### src/hw/rtl/assert_macros.svh
// ----------------------------------------------------------------------------
// assert_macros.svh
// Assertion helpers for the scale quantizer rtl.
// ----------------------------------------------------------------------------
`ifndef ASSERT_MACROS_SVH
`define ASSERT_MACROS_SVH

// concurrent assertion on an explicit clock and active-low reset
`define SNSS_ASSERT_CLK(label, clk_s, rst_n_s, prop, msg) \
	label: assert property (@(posedge clk_s) disable iff (!rst_n_s) prop) \
		else $error(msg);

// concurrent assertion on the block clock and reset
`define SNSS_ASSERT(label, prop, msg) `SNSS_ASSERT_CLK(label, clk, arst_n, prop, msg)

`endif

### src/hw/rtl/snss_pkg.sv
// ----------------------------------------------------------------------------
// snss_pkg
// Constants, stage payload types and the divider step for the scale quantizer.
// ----------------------------------------------------------------------------
`default_nettype none

package snss_pkg;

	localparam int PC_COUNT      = 12;
	localparam int TOP_NOTE      = 127;
	localparam int REACH         = 6;
	localparam logic [11:0] MASK_RESET = 12'd2741;

	// floor(n / 12) for n in 0..127 as (n * 171) >> 11
	localparam int DIV12_MUL   = 171;
	localparam int DIV12_SHIFT = 11;

	typedef struct packed {
		logic              in_scale;
		logic [6:0]        snapped_note;
		logic              snapped_valid;
		logic              ok;
		logic [3:0]        snap_pc;
		logic [3:0]        snap_oct;
		logic signed [7:0] steps;
	} snss_front_t;

	typedef struct packed {
		logic       in_scale;
		logic [6:0] snapped_note;
		logic       snapped_valid;
		logic       ok;
		logic [3:0] snap_oct;
		logic       neg;
		logic [7:0] n;
		logic [3:0] size;
	} snss_rank_t;

	typedef struct packed {
		logic       in_scale;
		logic [6:0] snapped_note;
		logic       snapped_valid;
		logic       ok;
		logic [3:0] snap_oct;
		logic       neg;
		logic [3:0] size;
		logic [7:0] qq;
		logic [3:0] rr;
	} snss_quot_t;

	typedef struct packed {
		logic       in_scale;
		logic [6:0] snapped_note;
		logic       snapped_valid;
		logic [6:0] stepped_note;
		logic       stepped_valid;
	} snss_res_t;

	// four restoring division steps: returns {quotient nibble, remainder}
	function automatic logic [7:0] div_nibble(input logic [3:0] rem_in,
		input logic [3:0] bits, input logic [3:0] dvs);
		logic [4:0] r;
		logic [3:0] rem;
		logic [3:0] q;
		rem = rem_in;
		q   = '0;
		for (int i = 3; i >= 0; i--) begin
			r = {rem, bits[i]};
			if (r >= {1'b0, dvs}) begin
				r    = r - {1'b0, dvs};
				q[i] = 1'b1;
			end
			rem = r[3:0];
		end
		return {q, rem};
	endfunction

endpackage

`default_nettype wire

### src/hw/rtl/snss_if.sv
// ----------------------------------------------------------------------------
// snss_if
// Request, result and register write channels of the scale quantizer.
// ----------------------------------------------------------------------------
`default_nettype none

interface snss_in_if;
	logic              valid;
	logic              ready;
	logic [6:0]        note;
	logic signed [7:0] steps;
	modport source(output valid, note, steps, input ready);
	modport sink(input valid, note, steps, output ready);
endinterface

interface snss_out_if;
	logic       valid;
	logic       ready;
	logic       in_scale;
	logic [6:0] snapped_note;
	logic       snapped_valid;
	logic [6:0] stepped_note;
	logic       stepped_valid;
	modport source(output valid, in_scale, snapped_note, snapped_valid, stepped_note,
		stepped_valid, input ready);
	modport sink(input valid, in_scale, snapped_note, snapped_valid, stepped_note,
		stepped_valid, output ready);
endinterface

interface snss_cfg_if;
	logic        valid;
	logic        ready;
	logic [11:0] scale_mask;
	modport source(output valid, scale_mask, input ready);
	modport sink(input valid, scale_mask, output ready);
endinterface

`default_nettype wire

### src/hw/rtl/snss_front.sv
// ----------------------------------------------------------------------------
// snss_front
// Splits the note into octave and pitch class, then snaps it to the scale.
// ----------------------------------------------------------------------------
`default_nettype none

module snss_front import snss_pkg::*; (
	input  wire logic              clk,
	input  wire logic              arst_n,
	input  wire logic [11:0]       scale_mask,
	input  wire logic              in_valid,
	output logic                   in_ready,
	input  wire logic [6:0]        note,
	input  wire logic signed [7:0] steps,
	output logic                   out_valid,
	input  wire logic              out_ready,
	output snss_front_t            out_data
);

	logic              v_s1;
	logic [6:0]        note_s1;
	logic signed [7:0] steps_s1;
	logic [3:0]        oct_s1;
	logic [3:0]        pc_s1;
	logic              v_s2;
	snss_front_t       data_s2;

	logic              en1;
	logic              en2;
	logic [14:0]       prod;
	logic [3:0]        oct_w;
	logic [6:0]        pc_w;
	logic [23:0]       rot24;
	logic [11:0]       rot;
	logic              found;
	logic signed [3:0] delta;
	logic signed [5:0] spc_w;
	logic [3:0]        spc;
	logic [3:0]        soct;
	logic              empty;
	snss_front_t       nxt;

	assign en2      = !v_s2 || out_ready;
	assign en1      = !v_s1 || en2;
	assign in_ready = en1;

	assign prod  = 15'(note * DIV12_MUL);
	assign oct_w = prod[DIV12_SHIFT +: 4];
	assign pc_w  = note - 7'(oct_w * PC_COUNT);

	// rot[k] tells whether pitch class (pc + k) mod 12 is in the scale
	assign rot24 = {scale_mask, scale_mask} >> pc_s1;
	assign rot   = rot24[11:0];
	assign empty = (scale_mask == '0);

	always_comb begin
		found = 1'b0;
		delta = '0;
		// walk from the far end so that nearer and lower candidates win
		for (int d = REACH; d >= 1; d--) begin
			if (note_s1 <= 7'(TOP_NOTE - d) && rot[4'(d)]) begin
				found = 1'b1;
				delta = 4'(d);
			end
			if (note_s1 >= 7'(d) && rot[4'(PC_COUNT - d)]) begin
				found = 1'b1;
				delta = -4'(d);
			end
		end
		if (rot[0]) begin
			found = 1'b1;
			delta = '0;
		end
	end

	always_comb begin
		spc_w = $signed({2'b00, pc_s1}) + 6'(delta);
		spc   = spc_w[3:0];
		soct  = oct_s1;
		if (spc_w < 0) begin
			spc  = 4'(spc_w + 6'(PC_COUNT));
			soct = oct_s1 - 4'd1;
		end else if (spc_w >= 6'(PC_COUNT)) begin
			spc  = 4'(spc_w - 6'(PC_COUNT));
			soct = oct_s1 + 4'd1;
		end
	end

	always_comb begin
		nxt.in_scale      = empty || rot[0];
		nxt.snapped_valid = empty || found;
		nxt.ok            = found && !empty;
		nxt.snap_pc       = spc;
		nxt.snap_oct      = soct;
		nxt.steps         = steps_s1;
		if (empty) begin
			nxt.snapped_note = note_s1;
		end else if (found) begin
			nxt.snapped_note = note_s1 + 7'(delta);
		end else begin
			nxt.snapped_note = '0;
		end
	end

	always_ff @(posedge clk or negedge arst_n) begin
		if (!arst_n) begin
			v_s1 <= 1'b0;
			v_s2 <= 1'b0;
		end else begin
			if (en1) v_s1 <= in_valid;
			if (en2) v_s2 <= v_s1;
		end
	end

	always_ff @(posedge clk) begin
		if (en1) begin
			note_s1  <= note;
			steps_s1 <= steps;
			oct_s1   <= oct_w;
			pc_s1    <= pc_w[3:0];
		end
		if (en2) data_s2 <= nxt;
	end

	assign out_valid = v_s2;
	assign out_data  = data_s2;

endmodule

`default_nettype wire

### src/hw/rtl/snss_rank.sv
// ----------------------------------------------------------------------------
// snss_rank
// Ranks the snapped pitch class within the scale and adds the step count.
// ----------------------------------------------------------------------------
`default_nettype none

module snss_rank import snss_pkg::*; (
	input  wire logic        clk,
	input  wire logic        arst_n,
	input  wire logic [11:0] scale_mask,
	input  wire logic        in_valid,
	output logic             in_ready,
	input  wire snss_front_t in_data,
	output logic             out_valid,
	input  wire logic        out_ready,
	output snss_rank_t       out_data
);

	logic              v_s3;
	snss_rank_t        data_s3;
	logic              en3;
	logic [11:0]       lower;
	logic [3:0]        idx;
	logic [3:0]        size;
	logic signed [8:0] t;
	logic signed [8:0] nn;
	snss_rank_t        nxt;

	assign en3      = !v_s3 || out_ready;
	assign in_ready = en3;

	assign lower = scale_mask & ((12'd1 << in_data.snap_pc) - 12'd1);
	assign idx   = 4'($countones(lower));
	assign size  = 4'($countones(scale_mask));
	assign t     = $signed({5'b00000, idx}) + 9'(in_data.steps);
	// negative totals divide as (size - 1 - t) to get the floor quotient
	assign nn    = $signed({5'b00000, size}) - 9'sd1 - t;

	always_comb begin
		nxt.in_scale      = in_data.in_scale;
		nxt.snapped_note  = in_data.snapped_note;
		nxt.snapped_valid = in_data.snapped_valid;
		nxt.ok            = in_data.ok;
		nxt.snap_oct      = in_data.snap_oct;
		nxt.neg           = t[8];
		nxt.n             = t[8] ? nn[7:0] : t[7:0];
		nxt.size          = size;
	end

	always_ff @(posedge clk or negedge arst_n) begin
		if (!arst_n) begin
			v_s3 <= 1'b0;
		end else if (en3) begin
			v_s3 <= in_valid;
		end
	end

	always_ff @(posedge clk) begin
		if (en3) data_s3 <= nxt;
	end

	assign out_valid = v_s3;
	assign out_data  = data_s3;

endmodule

`default_nettype wire

### src/hw/rtl/snss_div.sv
// ----------------------------------------------------------------------------
// snss_div
// Two-stage restoring divider of the step total by the scale size.
// ----------------------------------------------------------------------------
`default_nettype none

module snss_div import snss_pkg::*; (
	input  wire logic       clk,
	input  wire logic       arst_n,
	input  wire logic       in_valid,
	output logic            in_ready,
	input  wire snss_rank_t in_data,
	output logic            out_valid,
	input  wire logic       out_ready,
	output snss_quot_t      out_data
);

	typedef struct packed {
		snss_rank_t item;
		logic [3:0] qh;
		logic [3:0] rem;
	} div_mid_t;

	logic       v_s4;
	div_mid_t   data_s4;
	logic       v_s5;
	snss_quot_t data_s5;
	logic       en4;
	logic       en5;
	logic [7:0] hi;
	logic [7:0] lo;
	div_mid_t   mid;
	snss_quot_t nxt;

	assign en5      = !v_s5 || out_ready;
	assign en4      = !v_s4 || en5;
	assign in_ready = en4;

	// upper quotient nibble
	assign hi       = div_nibble(4'd0, in_data.n[7:4], in_data.size);
	assign mid.item = in_data;
	assign mid.qh   = hi[7:4];
	assign mid.rem  = hi[3:0];

	// lower quotient nibble
	assign lo = div_nibble(data_s4.rem, data_s4.item.n[3:0], data_s4.item.size);

	always_comb begin
		nxt.in_scale      = data_s4.item.in_scale;
		nxt.snapped_note  = data_s4.item.snapped_note;
		nxt.snapped_valid = data_s4.item.snapped_valid;
		nxt.ok            = data_s4.item.ok;
		nxt.snap_oct      = data_s4.item.snap_oct;
		nxt.neg           = data_s4.item.neg;
		nxt.size          = data_s4.item.size;
		nxt.qq            = {data_s4.qh, lo[7:4]};
		nxt.rr            = lo[3:0];
	end

	always_ff @(posedge clk or negedge arst_n) begin
		if (!arst_n) begin
			v_s4 <= 1'b0;
			v_s5 <= 1'b0;
		end else begin
			if (en4) v_s4 <= in_valid;
			if (en5) v_s5 <= v_s4;
		end
	end

	always_ff @(posedge clk) begin
		if (en4) data_s4 <= mid;
		if (en5) data_s5 <= nxt;
	end

	assign out_valid = v_s5;
	assign out_data  = data_s5;

endmodule

`default_nettype wire

### src/hw/rtl/snss_place.sv
// ----------------------------------------------------------------------------
// snss_place
// Picks the target scale member and octave, builds and range-checks the note.
// ----------------------------------------------------------------------------
`default_nettype none

module snss_place import snss_pkg::*; (
	input  wire logic        clk,
	input  wire logic        arst_n,
	input  wire logic [11:0] scale_mask,
	input  wire logic        in_valid,
	output logic             in_ready,
	input  wire snss_quot_t  in_data,
	output logic             out_valid,
	input  wire logic        out_ready,
	output snss_res_t        out_data
);

	typedef struct packed {
		logic              in_scale;
		logic [6:0]        snapped_note;
		logic              snapped_valid;
		logic              ok;
		logic [3:0]        member;
		logic signed [9:0] octs;
	} place_mid_t;

	logic               v_s6;
	place_mid_t         data_s6;
	logic               v_s7;
	snss_res_t          data_s7;
	logic               en6;
	logic               en7;
	logic signed [8:0]  q;
	logic [3:0]         r;
	logic [3:0]         member;
	place_mid_t         mid;
	logic signed [13:0] res;
	logic               res_ok;
	snss_res_t          nxt;

	assign en7      = !v_s7 || out_ready;
	assign en6      = !v_s6 || en7;
	assign in_ready = en6;

	assign q = in_data.neg ? -$signed({1'b0, in_data.qq}) : $signed({1'b0, in_data.qq});
	assign r = in_data.neg ? (in_data.size - 4'd1 - in_data.rr) : in_data.rr;

	// the r-th set bit of the mask, counting from pitch class 0
	always_comb begin
		member = '0;
		for (int i = 0; i < PC_COUNT; i++) begin
			if (scale_mask[i] &&
				4'($countones(scale_mask & ((12'd1 << i) - 12'd1))) == r) begin
				member = 4'(i);
			end
		end
	end

	always_comb begin
		mid.in_scale      = in_data.in_scale;
		mid.snapped_note  = in_data.snapped_note;
		mid.snapped_valid = in_data.snapped_valid;
		mid.ok            = in_data.ok;
		mid.member        = member;
		mid.octs          = $signed({6'b000000, in_data.snap_oct}) + 10'(q);
	end

	assign res    = 14'(data_s6.octs * PC_COUNT) + $signed({10'b0, data_s6.member});
	assign res_ok = data_s6.ok && res >= 0 && res <= 14'(TOP_NOTE);

	always_comb begin
		nxt.in_scale      = data_s6.in_scale;
		nxt.snapped_note  = data_s6.snapped_note;
		nxt.snapped_valid = data_s6.snapped_valid;
		nxt.stepped_valid = res_ok;
		nxt.stepped_note  = res_ok ? res[6:0] : 7'd0;
	end

	always_ff @(posedge clk or negedge arst_n) begin
		if (!arst_n) begin
			v_s6 <= 1'b0;
			v_s7 <= 1'b0;
		end else begin
			if (en6) v_s6 <= in_valid;
			if (en7) v_s7 <= v_s6;
		end
	end

	always_ff @(posedge clk) begin
		if (en6) data_s6 <= mid;
		if (en7) data_s7 <= nxt;
	end

	assign out_valid = v_s7;
	assign out_data  = data_s7;

endmodule

`default_nettype wire

### src/hw/rtl/scale_note_snap_and_step_top.sv
// ----------------------------------------------------------------------------
// scale_note_snap_and_step_top
// Snaps a note to a pitch-class scale and moves it by scale steps.
// ----------------------------------------------------------------------------
// Usage:
//   req carries a note (0..127) and a signed step count; rsp returns one
//   result per request: in-scale flag, snapped note with its valid flag and
//   the stepped note with its valid flag.
//   cfg writes the 12-bit scale mask; it is always ready and must only be
//   written while no request is in flight.
//   The pipeline has 7 register stages, one each for octave split, snap
//   search, rank, two divider halves, member pick and final note build.
//   Throughput is one request per cycle while rsp is ready; the divider by
//   the scale size is split over two pipeline stages so it never blocks.
//   Reset clears all stage valid bits and loads the C major mask.
//   When rsp stalls, each stage holds its request and bubbles ahead of it are
//   filled, so req stays ready until the pipeline is full.
// ----------------------------------------------------------------------------
`default_nettype none

`include "assert_macros.svh"

module scale_note_snap_and_step_top import snss_pkg::*; (
	input  wire logic   clk,
	input  wire logic   arst_n,
	snss_cfg_if.sink    cfg,
	snss_in_if.sink     req,
	snss_out_if.source  rsp
);

	logic [11:0] mask_q;

	logic        front_valid;
	logic        rank_ready;
	snss_front_t front_data;
	logic        rank_valid;
	logic        div_ready;
	snss_rank_t  rank_data;
	logic        div_valid;
	logic        place_ready;
	snss_quot_t  div_data;
	logic        place_valid;
	snss_res_t   place_data;

	assign cfg.ready = 1'b1;

	always_ff @(posedge clk or negedge arst_n) begin
		if (!arst_n) begin
			mask_q <= MASK_RESET;
		end else if (cfg.valid && cfg.ready) begin
			mask_q <= cfg.scale_mask;
		end
	end

	snss_front u_front (
		.clk        (clk),
		.arst_n     (arst_n),
		.scale_mask (mask_q),
		.in_valid   (req.valid),
		.in_ready   (req.ready),
		.note       (req.note),
		.steps      (req.steps),
		.out_valid  (front_valid),
		.out_ready  (rank_ready),
		.out_data   (front_data)
	);

	snss_rank u_rank (
		.clk        (clk),
		.arst_n     (arst_n),
		.scale_mask (mask_q),
		.in_valid   (front_valid),
		.in_ready   (rank_ready),
		.in_data    (front_data),
		.out_valid  (rank_valid),
		.out_ready  (div_ready),
		.out_data   (rank_data)
	);

	snss_div u_div (
		.clk       (clk),
		.arst_n    (arst_n),
		.in_valid  (rank_valid),
		.in_ready  (div_ready),
		.in_data   (rank_data),
		.out_valid (div_valid),
		.out_ready (place_ready),
		.out_data  (div_data)
	);

	snss_place u_place (
		.clk        (clk),
		.arst_n     (arst_n),
		.scale_mask (mask_q),
		.in_valid   (div_valid),
		.in_ready   (place_ready),
		.in_data    (div_data),
		.out_valid  (place_valid),
		.out_ready  (rsp.ready),
		.out_data   (place_data)
	);

	assign rsp.valid         = place_valid;
	assign rsp.in_scale      = place_data.in_scale;
	assign rsp.snapped_note  = place_data.snapped_note;
	assign rsp.snapped_valid = place_data.snapped_valid;
	assign rsp.stepped_note  = place_data.stepped_note;
	assign rsp.stepped_valid = place_data.stepped_valid;

	`SNSS_ASSERT(a_step_needs_snap, rsp.valid && rsp.stepped_valid |-> rsp.snapped_valid, "stepped note without a snapped note")
	`SNSS_ASSERT(a_in_scale_snaps, rsp.valid && rsp.in_scale |-> rsp.snapped_valid, "in-scale note did not snap")
	`SNSS_ASSERT(a_bad_step_zero, rsp.valid && !rsp.stepped_valid |-> rsp.stepped_note == 7'd0, "invalid stepped note not zero")
	`SNSS_ASSERT(a_front_holds, front_valid && !rank_ready |=> front_valid, "front stage dropped a stalled request")

endmodule

`default_nettype wire
### src/flat_wrapper.sv
// flat-port wrapper written by rule: the top's interface ports become plain ports
module scale_note_snap_and_step_top_flat import snss_pkg::*;
  (clk, arst_n, cfg_valid, cfg_scale_mask, cfg_ready, req_valid, req_note, req_steps, req_ready, rsp_valid, rsp_in_scale, rsp_snapped_note, rsp_snapped_valid, rsp_stepped_note, rsp_stepped_valid, rsp_ready);
  snss_cfg_if cfg_i ();
  snss_in_if req_i ();
  snss_out_if rsp_i ();
  input  wire logic clk;
  input  wire logic arst_n;
  input wire logic [$bits(cfg_i.valid)-1:0] cfg_valid;
  input wire logic [$bits(cfg_i.scale_mask)-1:0] cfg_scale_mask;
  output wire logic [$bits(cfg_i.ready)-1:0] cfg_ready;
  input wire logic [$bits(req_i.valid)-1:0] req_valid;
  input wire logic [$bits(req_i.note)-1:0] req_note;
  input wire logic [$bits(req_i.steps)-1:0] req_steps;
  output wire logic [$bits(req_i.ready)-1:0] req_ready;
  output wire logic [$bits(rsp_i.valid)-1:0] rsp_valid;
  output wire logic [$bits(rsp_i.in_scale)-1:0] rsp_in_scale;
  output wire logic [$bits(rsp_i.snapped_note)-1:0] rsp_snapped_note;
  output wire logic [$bits(rsp_i.snapped_valid)-1:0] rsp_snapped_valid;
  output wire logic [$bits(rsp_i.stepped_note)-1:0] rsp_stepped_note;
  output wire logic [$bits(rsp_i.stepped_valid)-1:0] rsp_stepped_valid;
  input wire logic [$bits(rsp_i.ready)-1:0] rsp_ready;
  assign cfg_i.valid = cfg_valid;
  assign cfg_i.scale_mask = cfg_scale_mask;
  assign cfg_ready = cfg_i.ready;
  assign req_i.valid = req_valid;
  assign req_i.note = req_note;
  assign req_i.steps = req_steps;
  assign req_ready = req_i.ready;
  assign rsp_valid = rsp_i.valid;
  assign rsp_in_scale = rsp_i.in_scale;
  assign rsp_snapped_note = rsp_i.snapped_note;
  assign rsp_snapped_valid = rsp_i.snapped_valid;
  assign rsp_stepped_note = rsp_i.stepped_note;
  assign rsp_stepped_valid = rsp_i.stepped_valid;
  assign rsp_i.ready = rsp_ready;
  scale_note_snap_and_step_top u_core (.clk(clk), .arst_n(arst_n), .cfg(cfg_i), .req(req_i), .rsp(rsp_i));
endmodule
### config.mk
export PLATFORM = sky130hd
export DESIGN_NAME = scale_note_snap_and_step_top_flat
export DESIGN_NICKNAME = d
export VERILOG_FILES = /design/src/hw/rtl/snss_pkg.sv /design/src/hw/rtl/snss_if.sv /design/src/hw/rtl/snss_front.sv /design/src/hw/rtl/snss_rank.sv /design/src/hw/rtl/snss_div.sv /design/src/hw/rtl/snss_place.sv /design/src/hw/rtl/scale_note_snap_and_step_top.sv /design/src/flat_wrapper.sv
export VERILOG_INCLUDE_DIRS = /design/src /design/src/hw/rtl
export SDC_FILE = /design/constraint.sdc
export NUM_CORES = 1
export LEC_CHECK = 0
export BUFFER_PORTS_ARGS = -buffer_cell sky130_fd_sc_hd__buf_4
export CELL_PAD_IN_SITES_DETAIL_PLACEMENT = 1
export CELL_PAD_IN_SITES_GLOBAL_PLACEMENT = 2
export CORE_AREA = 5 5 181 183
export DETAILED_ROUTE_END_ITERATION = 16
export DIE_AREA = 0 0 186 188
export PLACE_DENSITY = 0.88
export SYNTH_ARGS = -nofsm -noshare
export SYNTH_HDL_FRONTEND = slang
export SYNTH_SLANG_ARGS = --single-unit
### constraint.sdc
create_clock -name clk -period 8.67 [get_ports clk]
set_input_delay 0.4335 -clock clk [delete_from_list [all_inputs] [get_ports clk]]
set_output_delay 0.4335 -clock clk [all_outputs]
set_load 0.005 [all_outputs]
# After elaboration in Yosys (flattened, before gate mapping)
# Index checks and enable logic that the tools add are counted.
# classes
n_addsub	55
n_mul	3
n_lt_le_gt_ge	20
n_eq_ne	11
n_shift	2
mux	53
n_bitwise	1
reduce_logical	42
# op_table
cell	n
2-to-1 mux 4 bit	24
<= comparator 7 bit (second input constant)	6
equality test 4 bit	10
subtractor 4 bit	9
greater-or-equal comparator 5 x 4 -> 1 bit	7
adder 1 x 1 -> 2 bit	12
>> shifter 24 x 4 -> 8 bit	1
logical AND 1 bit	22
adder 4 bit	5
2-to-1 mux 1 bit	19
adder 2 x 2 -> 3 bit	6
adder 4 x 1 -> 4 bit	4
multiplier 7 x 8 -> 15 bit (second input constant)	1
adder 14 x 5 -> 14 bit	1
greater-or-equal comparator 14 x 1 -> 1 bit (second input constant)	1
greater-or-equal comparator 7 x 3 -> 1 bit (second input constant)	2
<= comparator 14 x 8 -> 1 bit (second input constant)	1
2-to-1 mux 7 bit	2
bitwise AND 12 bit	1
zero test 12 bit	1
multiplier 10 x 3 -> 12 bit (second input constant)	1
<< shifter 1 x 4 -> 12 bit (first input constant)	1
subtractor 12 x 1 -> 12 bit (second input constant)	1
adder 5 x 9 -> 10 bit	1
other kinds (28)	48
# totals
ff_bits	198
output_inout_bits	20

# Depth between registers and ports, before layout
# Gate-level depths: netlist of run 1.
# logic_depth
depth_word	15
ltp_mapped	36
ltp_nobuf	34

# Hierarchy
# Synthesis of run 1 repeated with hierarchy kept, for this count alone.
# unflattened
cells_unflattened	1173
area_unflattened_um2	13979.7
# modules_own_cells
module	instances	cells_each	area_per_inst_um2
snss_place	1	359	3843.7
snss_front	1	311	3743.6
snss_div	1	275	3631.0
snss_rank	1	201	2257.2
scale_note_snap_and_step_top	1	27	504.2

# Least setup slack after synthesis of run 1
# No wires, ideal clock.
# synth_timing
kind	reg2reg
startpoint	register u_core.u_div.data_s4[9] (netlist bit)
endpoint	register u_core.u_div.data_s5 (netlist bit u_core.u_div.out_data[2]) (data pin)
arrival_time_ns	6.380
path_slack_ns	2.030
stages_incl_launch_ff	35
n_path_buf	2
period_less_slack_ns	6.640
path_cell_list	edfxtp_1 -> inv_1 -> ha_1 -> nor2b_1 -> o21a_1 -> o21ai_1 -> and3b_1 -> clkbuf_1 -> nor2_1 -> a21oi_1 -> inv_1 -> ha_1 -> a21o_1 -> a21o_1 -> a221oi_2 -> inv_1 -> o21ai_0 -> inv_1 -> ha_1 -> o21ai_0 -> nand2b_1 -> a21oi_1 -> nor2b_1 -> a2111o_1 -> buf_6 -> o21ai_0 -> inv_1 -> ha_1 -> nor2b_1 -> o21ai_0 -> nand2b_1 -> a31o_2 -> a21oi_1 -> nand2_1 -> mux2_2
# synth_between
elab_chain_cells	8
word_cells_on_any_way	12
cone_classes	add/sub: 4; order compare: 4; mux: 4
# synth_lines
element	line	rtl
from (decl)	snss_div.sv:25	div_mid_t data_s4;
from (signal assigned)	snss_div.sv:71	if (en4) data_s4 <= mid;
subtractor 4 bit or greater-or-equal comparator 5 x 4 -> 1 bit (tied branches)	snss_pkg.sv:70, snss_pkg.sv:69	
2-to-1 mux 4 bit	snss_pkg.sv:69	if (r >= {1'b0, dvs}) begin
subtractor 4 bit or greater-or-equal comparator 5 x 4 -> 1 bit (tied branches)	snss_pkg.sv:70, snss_pkg.sv:69	
2-to-1 mux 4 bit	snss_pkg.sv:69	
greater-or-equal comparator 5 x 4 -> 1 bit or subtractor 4 bit (tied branches)	snss_pkg.sv:69, snss_pkg.sv:70	
2-to-1 mux 4 bit	snss_pkg.sv:69	
subtractor 4 bit or greater-or-equal comparator 5 x 4 -> 1 bit (tied branches)	snss_pkg.sv:70, snss_pkg.sv:69	
2-to-1 mux 4 bit (*)	snss_pkg.sv:69	
via u_core.u_div.lo[2]	snss_div.sv:31	logic [7:0] lo;
to (signal assigned)	snss_div.sv:72	if (en5) data_s5 <= nxt;
to (decl)	snss_div.sv:27	snss_quot_t data_s5;
# The timed path passes the listed nets; every way through them passes the cells marked *.
# A chain may end at the register's enable or synchronous reset.

# Final worst setup path of run 1
# layout_timing
startpoint	register u_core.u_div.data_s4[9] (netlist bit)
endpoint	register u_core.u_div.data_s5 (netlist bit u_core.u_div.out_data[3]) (data pin)
# The elaborated chain is that of the path after synthesis.

==> metrics.md, run 1 <==
| Metric | Value |
|---|---|
| Top cells by count, synth | `edfxtp_1, ha_1, inv_1` |
| Initial antenna violation count | `0` |
| Overflow after GRT | `0` |
| # fillers | `3343` |
| Synth Area per Inst | `11.6 um^2` |
| Vias per Instance | `5.41` |
| Max capacitance violation total | `0` |
| Primary FF master, synth | `edfxtp_1` |
| RSZ-0062 raised after global routing | `false` |
| Final #Nets | `1426` |
| Async set-reset flop share out of synthesis | `9.69%` |
| CP max stage delay | `0.51 ns` |
| HP Class | `input port to register` |
| CTS tree | `done` |
| Vias | `8737` |
| Clock skew | `roughly 0.013 ns` |
| Crit. End Element | `register` |
| Synth Cell Area | `13400 um^2` |
| Avg WL per Cell | `around 19 um` |
| Yosys warnings | `0` |
| Final worst slack | `0.807 ns` |
| Largest net degree at the start of global routing | `34` |
| Multiplexer share of the synthesized area | `4.61%` |
| Die Span X | `186 um` |
| Setup violations, final | `0` |
| Slowest cell on the critical path | `edfxtp_1` |
| Reg-to-Reg Start | `u_core.u_div.data_s4[9]` |
| Final period util | `between 90% and 100%` |
| CP dominant cell by count | `inv_1` |
| Synth Area in Adders | `20.5%` |
| First-pass GRT wire length | `49500 um` |
| #FFs+latches synth | `196` |
| Vias in the first global route | `9588` |
| FF-to-FF End | `u_core.u_div.out_data[3]` |
| DR pass1 iterations | `5` |
| Sequential fraction of the synthesis area | `43.4%` |
| Synth Area in Compound Gates | `9.84%` |
| Combinational family with the most area after synthesis | `adder cells` |
| R2R Setup Slk | `0.81 ns` |
| Count leader, synth | `edfxtp_1` |
| Critical path required time | `8.85 ns` |
| Slew Viols, Final | `0` |
| Yosys top cell area share | `39.8%` |
| Postcts setup bufs | `0` |
| Hold Fails Final Rpt | `0` |
| Core area | `31100 um^2` |
| Synth-to-Final Area Change | `10.4%` |
| Worst slew margin | `between 10% and 20%` |
| Xor-xnor portion of the synthesized cell area | `approximately 7.8%` |
| Hold depth | `1` |
| Worst-margin pin slew | `1.30 ns` |
| Clock Sinks | `196` |
| Ports | `52` |
| Detail Route Antenna Nets | `0` |
| Port Buffer Count | `50` |
| Starting Density | `roughly 43%` |
| Root buf cell | `clkbuf_16` |
| Yosys cell types | `roughly 70` |
| Initial drt markers | `514` |
| Crit path kind | `register to register` |
| CTS Buf Count | `17` |
| PostCTS Resize Cnt | `0` |
| N_diodes | `0` |
| EDFF count, synth | `177` |
| DRC viols | `0` |
| Clk Latency, worst-skew pair | `0.44 ns` |
| Hpwl dp | `between 20000 and 25000 um` |
| Syn nets | `1373` |
| Pre-CTS setup slack | `roughly 1.1 ns` |
| Post-layout min period | `7.86 ns` |
| Hold path startpoint | `req_steps[6]` |
| GRT Util Overall | `17.7%` |
| Site row count | `65` |
| Die ar. | `35000 um^2` |
| CP Max Fanout | `6` |
| R2R cell count | `32` |
| Post-Synth Simple-Gate Area | `8.99%` |
| Main area contributors after synthesis | `edfxtp_1, ha_1, fa_1` |
| Final WL | `30000 um` |
| Fmax | `127 MHz` |
| CTS clock-pin slew for the worst setup and hold paths | `0.07 ns` |
| Hold Path Sink | `u_core.u_front.steps_s1[6]` |
| Worst EP arrival | `8.05 ns` |
| Setup TNS | `0 ns` |
| CTS H-tree lvls | `4` |
| Yosys top cell by area | `edfxtp_1` |
| GP Congestion | `~0.85` |
| Crit path launch type | `register` |
| Die height | `188 um` |
| Gate count of the mapped netlist | `1148` |
| Clock buffer depth | `2` |
| Run status | `finished, final reports clean` |
| Layout cells sized above 1 | `11.4%` |
==> sequential cells by signal (all words and copies together) (netlist names) <==
name	count
u_core.u_div.out_data	31
u_core.u_rank.out_data	27
u_core.u_front.pc_s1	2
u_core.u_div.out_valid	1
u_core.u_front.steps_s1	8
u_core.u_rank.out_valid	1
u_core.u_front.out_valid	1
u_core.u_front.v_s1	1
u_core.u_place.data_s6	24
u_core.u_front.note_s1	7
u_core.u_div.data_s4	31
u_core.u_place.out_valid	1
u_core.u_front.out_data	26
u_core.u_div.v_s4	1
u_core.u_front.oct_s1	4
u_core.u_place.out_data	17
u_core.mask_q	12
u_core.u_place.v_s6	1
==> stage by stage <==
step | utilization (%) | area [um^2] | instances | hold slack (ns)
5_1_grt | 47.5 | 14800 | 1616 | 0.138
6_report | 47.5 | 14800 | 1616 | 0.169
3_3_place_gp | 45.7 | 14200 | 1583 | 0.332
2_1_floorplan | - | 13400 | 1148 | 0.138
4_1_cts | 47.5 | 14800 | 1616 | 0.142
3_5_place_dp | 45.7 | 14200 | 1583 | 0.347
==> critical path, delay by kind of cell, from the launching register on <==
| kind | cells | cell delay, ns |
|---|---|---|
| simple gates | 8 | 1.11 |
| fa+ha+maj | 4 | 1.30 |
| mux | 1 | 0.34 |
| compound gates | 14 | 3.60 |
| buf+inv | 5 | 0.72 |
| flops | 1 | 0.51 |
==> layout by cell type, fill, tap and decap left out, types with 41 or more instances in the layout <==
cell,Yosys,routed
inv_1,140,140
fa_1,44,44
ha_1,149,149
nand2_1,70,70
edfxtp_1,177,177
xnor2_1,66,66
o21ai_0,56,56
a21oi_1,52,52
nor2_1,41,41
buf_4,1,57
==> layer usage <==
metal	global-route usage, %	routed length [um]	vias to the layer above
met5	0	0	-
met4	4.43	412	0
met3	2.52	917	32
met2	32.0	16100	141
met1	22.0	12600	4366
li1	-	-	4198
==> cells by family (layout without fill, tap and decap cells) <==
group | Yosys count | after routing
simple gates | 237 | 237
compound gates | 202 | 202
flops | 196 | 196
fa+ha+maj | 193 | 193
buf+inv | 164 | 230
xor+xnor | 110 | 110
mux | 45 | 45
other cells | 1 | 1
==> area by class of cell <==
type	instances	area (um^2)	share of cell area (%)
Multi-Input combinational cell	788	6930	47.0
Timing Repair Buffer	58	438	2.97
Inverter	140	526	3.56
Clock inverter	13	118	0.797
Clock buffer	19	443	3.00
Tap cell	402	503	3.41
Sequential cell	196	5800	39.3
==> how the worst max path moves through the flow <==
stage / start / end / slack, ns / cells past startpoint
floorplan: u_core.u_div.data_s4[9] / u_core.u_div.out_data[2] / 2.03 / 34
global placement: u_core.u_div.data_s4[9] / u_core.u_div.out_data[3] / 1.54 / 32
detailed placement: u_core.u_div.data_s4[9] / u_core.u_div.out_data[3] / 1.08 / 32
CTS: u_core.u_div.data_s4[9] / u_core.u_div.out_data[3] / 0.88 / 32
global route: u_core.u_div.data_s4[9] / u_core.u_div.out_data[3] / 0.30 / 32
finish: u_core.u_div.data_s4[9] / u_core.u_div.out_data[3] / 0.81 / 32
==> repair_timing <==
item	in CTS	in global routing
hold buffers	1	0
hold endpoints to repair	12	0
setup endpoints to repair	0	0
Power of run 1 is left out: the tool's default activity adds up to more than one toggle a clock period on the data nets, which glitch-free logic cannot reach.
==> run 2: changes to the inputs <==
--- a/config.mk
+++ b/config.mk
@@ -6,13 +6,14 @@
 export SDC_FILE = /design/constraint.sdc
 export NUM_CORES = 1
 export LEC_CHECK = 0
-export BUFFER_PORTS_ARGS = -buffer_cell sky130_fd_sc_hd__buf_4
+export BUFFER_PORTS_ARGS = -buffer_cell sky130_fd_sc_hd__buf_2
 export CELL_PAD_IN_SITES_DETAIL_PLACEMENT = 1
 export CELL_PAD_IN_SITES_GLOBAL_PLACEMENT = 2
 export CORE_AREA = 5 5 181 183
 export DETAILED_ROUTE_END_ITERATION = 16
 export DIE_AREA = 0 0 186 188
 export PLACE_DENSITY = 0.88
+export SKIP_CTS_REPAIR_TIMING = 1
 export SYNTH_ARGS = -nofsm -noshare
 export SYNTH_HDL_FRONTEND = slang
 export SYNTH_SLANG_ARGS = --single-unit
==> metrics.md, run 2 (synthesis results as in run 1) <==
| Metric | Value |
|---|---|
| Clock skew | `0.0133 ns (+0.0000671 ns)` |
| Metal3 WL | `792 um (-14%)` |
| Crit path launch type | `register` |
| # fillers | `3307 (-1.1%)` |
| Site row count | `65 (unchanged)` |
| CP dominant cell by count | `inv_1` |
| Worst slew margin | `17.3% (+4.4 points)` |
| Core area | `31100 um^2 (unchanged)` |
| Clock buffer depth | `2 (unchanged)` |
| Worst path buffer plus inverter count | `5 (unchanged)` |
| FF-to-FF End | `u_core.u_div.out_data[3]` |
| Clk Latency, worst-skew pair | `0.44 ns (about the same)` |
| Layout cells sized above 1 | `11.5% (+0.082 points)` |
| Worst EP arrival | `8.07 ns (+0.02 ns)` |
| GP Congestion | `0.844 (-0.19%)` |
| Detail Route Antenna Nets | `0 (unchanged)` |
| Final #Nets | `1426 (unchanged)` |
| Hold depth | `1 (unchanged)` |
| Run status | `finished, final reports clean` |
| Worst-margin pin slew | `1.24 ns (-0.0653 ns)` |
| Setup TNS | `0 ns (unchanged)` |
| Vias in the first global route | `9518 (-0.73%)` |
| Die Span X | `186 um (unchanged)` |
| Overflow after GRT | `0 (unchanged)` |
| CTS clock-pin slew for the worst setup and hold paths | `0.07 ns (about the same)` |
| Critical path required time | `8.85 ns (about the same)` |
| Hold Fails Final Rpt | `0 (unchanged)` |
| Hold Path Sink | `u_core.u_front.steps_s1[6]` |
| R2R cell count | `32 (unchanged)` |
| Fmax | `127 MHz (-0.30%)` |
| Reg-to-Reg Start | `u_core.u_div.data_s4[9]` |
| CTS H-tree lvls | `4 (unchanged)` |
| Setup violations, final | `0 (unchanged)` |
| Vias per Instance | `5.41 (about the same)` |
| R2R Setup Slk | `0.78 ns (-0.02 ns)` |
| Max capacitance violation total | `0 (unchanged)` |
| CTS Buf Count | `17 (unchanged)` |
| CP Max Fanout | `6 (unchanged)` |
| Port Buffer Count | `50 (unchanged)` |
| Ports | `52 (unchanged)` |
| Root buf cell | `clkbuf_16` |
| CP max stage delay | `0.50 ns (about the same)` |
| Vias | `8736 (-0.011%)` |
| Slew Viols, Final | `0 (unchanged)` |
| Initial antenna violation count | `0 (unchanged)` |
| Final period util | `91.0% (+0.27 points)` |
| Crit. End Element | `register` |
| Crit path kind | `register to register` |
| HP Class | `input port to register` |
| Pre-CTS setup slack | `1.06 ns (-0.0246 ns)` |
| Final worst slack | `0.784 ns (-0.0234 ns)` |
| GRT Util Overall | `17.2% (-0.50 points)` |
| Most frequent cells in the layout | `edfxtp_1, ha_1, inv_1` |
| Starting Density | `43.0% (unchanged)` |
| RSZ-0062 raised after global routing | `false` |
| Routed length on met2 | `15300 um (-4.9%)` |
| Fin util | `47.3% (-0.16 points)` |
| Initial drt markers | `422 (-18%)` |
| Die ar. | `35000 um^2 (unchanged)` |
| M1 WL | `12600 um (+0.25%)` |
| Hpwl dp | `23100 um (-2.3%)` |
| CTS tree | `done` |
| DRC viols | `0 (unchanged)` |
| Slowest cell on the critical path | `edfxtp_1` |
| Leading cell type in the layout, fill and taps excluded | `edfxtp_1` |
| Largest net degree at the start of global routing | `34 (unchanged)` |
| DR pass1 iterations | `4 (-1)` |
| Top Layer Used | `met4` |
| N_diodes | `0 (unchanged)` |
| Clock Sinks | `196 (unchanged)` |
| Top delay family on crit path | `compound AO/OA/AOI/OAI gates` |
| Post-layout min period | `7.89 ns (+0.0234 ns)` |
| First-pass GRT wire length | `48500 um (-2.0%)` |
| Avg WL per Cell | `18.1 um (-2.6%)` |
| Hold path startpoint | `req_steps[6]` |
| Die height | `188 um (unchanged)` |
| Final WL | `29200 um (-2.6%)` |
| Synth-to-Final Area Change | `10.0%` |
==> run 2: cell types whose count changed in the layout (fill, tap and decap cells not counted) <==
| cell | change |
|---|---|
| clkinvlp_4 | -2 |
| clkbuf_1 | -1 |
| clkinv_4 | -1 |
| bufinv_16 | +3 |
| buf_2 | +50 |
| clkbuf_8 | -1 |
| buf_4 | -50 |
| clkinv_8 | +1 |
| inv_8 | +1 |
==> run 2: final cells by class <==
type | instances | area [um^2] | area share [%]
clock buffer | 17 | 425 | 2.89
clock inverter | 15 | 211 | 1.44
inverter | 140 | 526 | 3.57
multi-input combinational | 788 | 6930 | 47.1
sequential | 196 | 5800 | 39.4
tap | 402 | 503 | 3.42
timing repair buffer | 58 | 313 | 2.13
==> run 2: per-stage QoR <==
step | hold slack [ns] | area [um^2] | cells
3_5_place_dp | 0.406 | 14100 | 1583
3_3_place_gp | 0.403 | 14100 | 1583
6_report | 0.169 | 14700 | 1616
2_1_floorplan | 0.138 | 13400 | 1148
4_1_cts | -0.0511 | 14700 | 1615
5_1_grt | 0.147 | 14700 | 1616
==> run 2: how the worst max path moves through the flow <==
stage	cells past startpoint	end	slack, ns	startpoint
after floorplan	34	u_core.u_div.out_data[2]	2.03	u_core.u_div.data_s4[9]
after global placement	32	u_core.u_div.out_data[3]	1.54	u_core.u_div.data_s4[9]
after detailed placement	32	u_core.u_div.out_data[3]	1.06	u_core.u_div.data_s4[9]
after CTS	32	u_core.u_div.out_data[3]	0.83	u_core.u_div.data_s4[9]
after global routing	32	u_core.u_div.out_data[3]	0.32	u_core.u_div.data_s4[9]
final	32	u_core.u_div.out_data[3]	0.78	u_core.u_div.data_s4[9]
==> run 2: routing by layer <==
metal / vias to the layer above / global-route usage [%]
li1: 4204 / -
met1: 4348 / 21.7
met2: 142 / 30.9
met3: 42 / 2.27
met4: 0 / 4.43
met5: - / 0
Power of run 2 is left out for the same reason.
